**config.mk**
```make
export PLATFORM = sky130hd
export DESIGN_NAME = mtg_seeder
export DESIGN_NICKNAME = d
export VERILOG_FILES = /design/src/hdl/mtg_pkg.sv /design/src/hdl/mtg_seeder.sv
export SDC_FILE = /design/constraint.sdc
export NUM_CORES = 1
export LEC_CHECK = 0
export ABC_CLOCK_PERIOD_IN_PS = 7700
export BUFFER_PORTS_ARGS = -buffer_cell sky130_fd_sc_hd__buf_2
export CAP_MARGIN = 20
export CORE_MARGIN = 3
export CORE_UTILIZATION = 25
export CTS_CLUSTER_SIZE = 25
export DETAILED_ROUTE_END_ITERATION = 8
export PLACE_DENSITY = 0.47
export SLEW_MARGIN = 20
export SYNTH_ARGS = -nofsm -noshare
export SYNTH_HDL_FRONTEND = slang
export SYNTH_SLANG_ARGS = --single-unit
```
**constraint.sdc**
```tcl
create_clock -name clk -period 7.7 [get_ports clk]
set_input_delay 1.54 -clock clk [delete_from_list [all_inputs] [get_ports clk]]
set_output_delay 1.54 -clock clk [all_outputs]
set_load 0.01 [all_outputs]
```
**src/hdl/mtg_pkg.sv**
```systemverilog
// mtg_pkg: sizes, constants, codes and word functions for the MT19937 generator.
// Used by mtg_seeder, mt19937_generator and mtg_checker; depends on nothing.
`default_nettype none

package mtg_pkg;

  // State geometry
  localparam int STATE_WORDS  = 624;
  localparam int SHIFT_OFFSET = 397;
  localparam int IDX_W        = $clog2(STATE_WORDS);

  localparam logic [IDX_W-1:0] LAST_IDX = IDX_W'(STATE_WORDS - 1);

  // Algorithm constants
  localparam logic [31:0] MATRIX_A     = 32'h9908_b0df;
  localparam logic [31:0] UPPER_BIT    = 32'h8000_0000;
  localparam logic [31:0] LOWER_BITS   = 32'h7fff_ffff;
  localparam logic [31:0] TEMPER_B     = 32'h9d2c_5680;
  localparam logic [31:0] TEMPER_C     = 32'hefc6_0000;
  localparam logic [31:0] INIT_MULT    = 32'd1812433253;
  localparam logic [31:0] DEFAULT_SEED = 32'd4357;

  // Operation codes on the func field
  localparam logic FUNC_SEED = 1'b0;
  localparam logic FUNC_DRAW = 1'b1;

  // Seeder status and write request toward the state RAM
  typedef struct packed {
    logic             busy;
    logic [IDX_W-1:0] addr;
    logic [31:0]      data;
  } seed_wr_t;

  // One step of the initialization recurrence: word i+1 from word i
  function automatic logic [31:0] seed_step(input logic [31:0] w,
                                            input logic [IDX_W-1:0] idx);
    logic [31:0] p;
    logic [31:0] m;
    p = w ^ (w >> 30);
    m = INIT_MULT * p;
    return m + 32'(idx) + 32'd1;
  endfunction

  // Twist of one state word
  function automatic logic [31:0] twist_word(input logic [31:0] cur,
                                             input logic [31:0] nxt,
                                             input logic [31:0] far);
    logic [31:0] y;
    logic [31:0] w;
    y = (cur & UPPER_BIT) | (nxt & LOWER_BITS);
    w = far ^ (y >> 1);
    if (y[0]) begin
      w = w ^ MATRIX_A;
    end
    return w;
  endfunction

  // Output tempering
  function automatic logic [31:0] temper(input logic [31:0] k);
    logic [31:0] t;
    t = k ^ (k >> 11);
    t = t ^ ((t << 7) & TEMPER_B);
    t = t ^ ((t << 15) & TEMPER_C);
    t = t ^ (t >> 18);
    return t;
  endfunction

endpackage

`default_nettype wire

```
**src/hdl/mtg_seeder.sv**
```systemverilog
// mtg_seeder: walks the initialization recurrence, one state word per cycle.
// Depends on mtg_pkg; its write requests feed the state RAM in mt19937_generator.
`default_nettype none

module mtg_seeder (
  input  wire logic                 clk,
  input  wire logic                 rst,
  input  wire logic                 start,
  input  wire logic [31:0]          start_word,
  output mtg_pkg::seed_wr_t         wr
);

  logic                      busy;
  logic [mtg_pkg::IDX_W-1:0] idx;
  logic [31:0]               word;

  // Recurrence sequencer; reset runs a fill with the default seed
  always_ff @(posedge clk) begin
    if (rst) begin
      busy <= 1'b1;
      idx  <= '0;
      word <= mtg_pkg::DEFAULT_SEED;
    end else if (start) begin
      busy <= 1'b1;
      idx  <= '0;
      word <= start_word;
    end else if (busy) begin
      word <= mtg_pkg::seed_step(word, idx);
      idx  <= idx + 1'b1;
      if (idx == mtg_pkg::LAST_IDX) begin
        busy <= 1'b0;
      end
    end
  end

  assign wr.busy = busy;
  assign wr.addr = idx;
  assign wr.data = word;

endmodule

`default_nettype wire

```
==> results.py <==
metrics = {
    "worst_setup_path": {
        "r2r_end": "word[31]$_SDFFE_PP0P_",
        "r2r_start": "word[31]$_SDFFE_PP0P_",
        "worstPathArrival_ns": 7.10,
        "critical-path-max-stage-delay_ns": 0.51,
        "criticalPathCategory": "reg2reg",
        "reg2regPathDepth": 25,
        "cp_slowest_cell": "fa_1",
        "worstSetupStartpointType": "flip-flop",
        "cpLargestDelayFamily": "adder cells",
        "crit_fanout": 10,
        "critPathBufInv": 5,
        "endpoint_kind": "flip-flop",
        "r2r_slack_ns": 0.82,
        "crit_required_ns": 7.92,
    },
    "logic_synthesis": {
        "synth_area_leaders": "fa_1, ha_1, inv_1",
        "avgSynthCellArea_um2": 9.56,
        "synth_cells": 1095,
        "synth.most_common_cell": "inv_1",
        "ys_warn_count": 0,
        "synth_commonest_cells": "inv_1, ha_1, fa_1",
        "synth_cell_type_count": 73,
        "ys.flop_type": "dfxtp_1",
        "synth_area_um2": 10500,
        "synth_edf_count": 0,
        "ys_seq_area_share_pct": 8.23,
        "synth_area_leader_cell": "fa_1",
        "synth_top_area_share_pct": 29.5,
        "syn_nets": 1522,
        "ys_async_sr_fraction_pct": 0,
        "ys_seq_elements": 43,
    },
    "timing": {
        "fin_crit_ns": 6.88,
        "period_share_pct": 89.4,
        "worstMarginPinSlew_ns": 0.843,
        "max_freq_ghz": 0.145,
        "rsz0062_at_grt": "no",
        "hold_viol": 0,
        "setup_viol": 0,
        "finClkSkew_ns": 0.00790,
        "totalNegativeSetupSlack_ns": 0,
        "maxSlewViolCount": 0,
        "relSlewSlack_pct": 43.7,
    },
    "clock_network": {
        "cts_tree": "done",
        "cts_max_level": 2,
        "clk_latency_ns": 0.30,
        "cts.sinks": 43,
        "cts_hold_buf": 0,
        "cts_buffers": 5,
        "postCtsSetupBuffers": 0,
        "root_buffer": "clkbuf_16",
        "ctsResizeCount": 0,
        "cts.path.max_buffers": 2,
        "clkSlewWorstSetupHoldPaths_ns": 0.07,
    },
    "flow_run": {
        "cap_violations": 0,
    },
    "detailed_routing": {
        "drt_iter0_markers": 416,
        "via_per_inst": 4.54,
        "wl_mm": 32.6,
        "dr.pass1.iters": 7,
        "drc": 0,
        "wl_per_cell_um": 19.0,
        "vias": 7774,
        "detail-route-antenna-nets": 0,
    },
    "die": {
        "die_w_um": 211,
        "start_util_pct": 25.5,
        "die_h_um": 211,
        "core_area_um2": 41100,
        "fp.dieArea_um2": 44400,
        "ios": 78,
        "num_rows": 74,
    },
    "cells_and_area": {
        "nNetsFinal": 1609,
        "drive_above_1_share_pct": 11.1,
        "n_antenna_cell": 0,
        "area_growth_pct": 12.4,
    },
    "grt": {
        "grt_overflow": 0,
        "grt_pass1_wl_mm": 50.6,
        "antenna_found_initial": 1,
        "grt_max_degree": 51,
        "grt_usage_pct": 15.1,
        "grt_pass1_vias": 8402,
    },
    "place": {
        "gp_congestion": 0.845,
        "place_hpwl_mm": 27.5,
        "io_buffers": 77,
    },
    "hold_path": {
        "min_path_type": "reg2reg",
        "holdPathStages": 2,
        "min_from": "idx[9]$_SDFFE_PP0P_",
        "worstHoldEndpoint": "idx[9]$_SDFFE_PP0P_",
    },
    "outcome": {
        "status": "completed",
    },
}
routing by layer:
layer	track usage, %	up-vias	routed length [um]
met1	21.7	3888	16100
li1	-	3728	-
met5	0	-	0
met3	1.82	16	1240
met2	25.1	142	15000
met4	1.59	0	308
placed cells by master (no fill, tap or decap), types with 3 or more instances in the layout:
cell         n
mux2i_1      9
a211oi_1    12
a21o_1       5
xnor2_1     38
nand2b_1     5
nand3_1     10
o221a_2      3
dfxtp_1     42
and2_1       4
a311oi_1     4
fa_1       154
clkbuf_16    5
buf_4       23
xor2_1       8
ha_1       238
buf_2       77
inv_1      276
o21a_1       4
or3_1        7
o21ai_0     28
a31oi_1      4
o211ai_1     7
xnor3_1      4
a211o_1      3
nand4_1      7
nor2b_1      6
o21ai_1      5
nand2_1     36
nor2_1      53
a21oi_1     33
nor3_1      18
layout make-up:
class                   instances  area [um2]
flip-flops and latches         43         862
clock inverters                 2        13.8
repair buffers                101         586
inverters                     277        1040
clock buffers                   5         125
multi-input cells             754        8470
fillers                      4500       29300
well taps                     532         666
state kept, by name, indices dropped and copies added, names as in the netlist:
name  flops
busy      1
idx      10
word     32
worst register-to-register path: cells and delay by family, from the launching register on:
family / cells / cell delay (ns)
simple gates: 2 / 0.58
xor+xnor: 2 / 0.41
buf+inv: 5 / 0.29
fa+ha+maj: 9 / 3.52
flops: 1 / 0.40
compound gates: 7 / 1.60
per-stage QoR:
stage	util, %	setup slack, ns	cells	area, um2	hold slack, ns
detailed placement	28.2	0.860	1706	11600	0.587
global placement	28.2	0.843	1706	11600	0.580
global route	28.6	0.482	1714	11800	0.635
CTS	28.5	0.808	1713	11700	0.599
finish	28.6	0.819	1714	11800	0.594
floorplan	-	1.01	1095	10500	0.574
cells by family after synthesis:
group	synth area share [%]
buffers and inverters	10.8
muxes	0.861
adders and majority gates	57.9
and+or+nand+nor	7.46
AOI/OAI and AO/OA	10.0
xor gates and xnor gates	4.71
DFF	8.23
worst max path at each step:
stage	from	end	cells past startpoint
2_1_floorplan	word[31]$_SDFFE_PP0P_	word[31]$_SDFFE_PP0P_	26
5_1_grt	word[31]$_SDFFE_PP0P_	word[31]$_SDFFE_PP0P_	25
3_3_place_gp	word[31]$_SDFFE_PP0P_	word[31]$_SDFFE_PP0P_	25
6_report	word[31]$_SDFFE_PP0P_	word[31]$_SDFFE_PP0P_	25
4_1_cts	word[31]$_SDFFE_PP0P_	word[31]$_SDFFE_PP0P_	25
3_5_place_dp	word[31]$_SDFFE_PP0P_	word[31]$_SDFFE_PP0P_	25
Power is not shown: default switching activity piles up to over one toggle a cycle in this logic, so the estimate is an artifact.
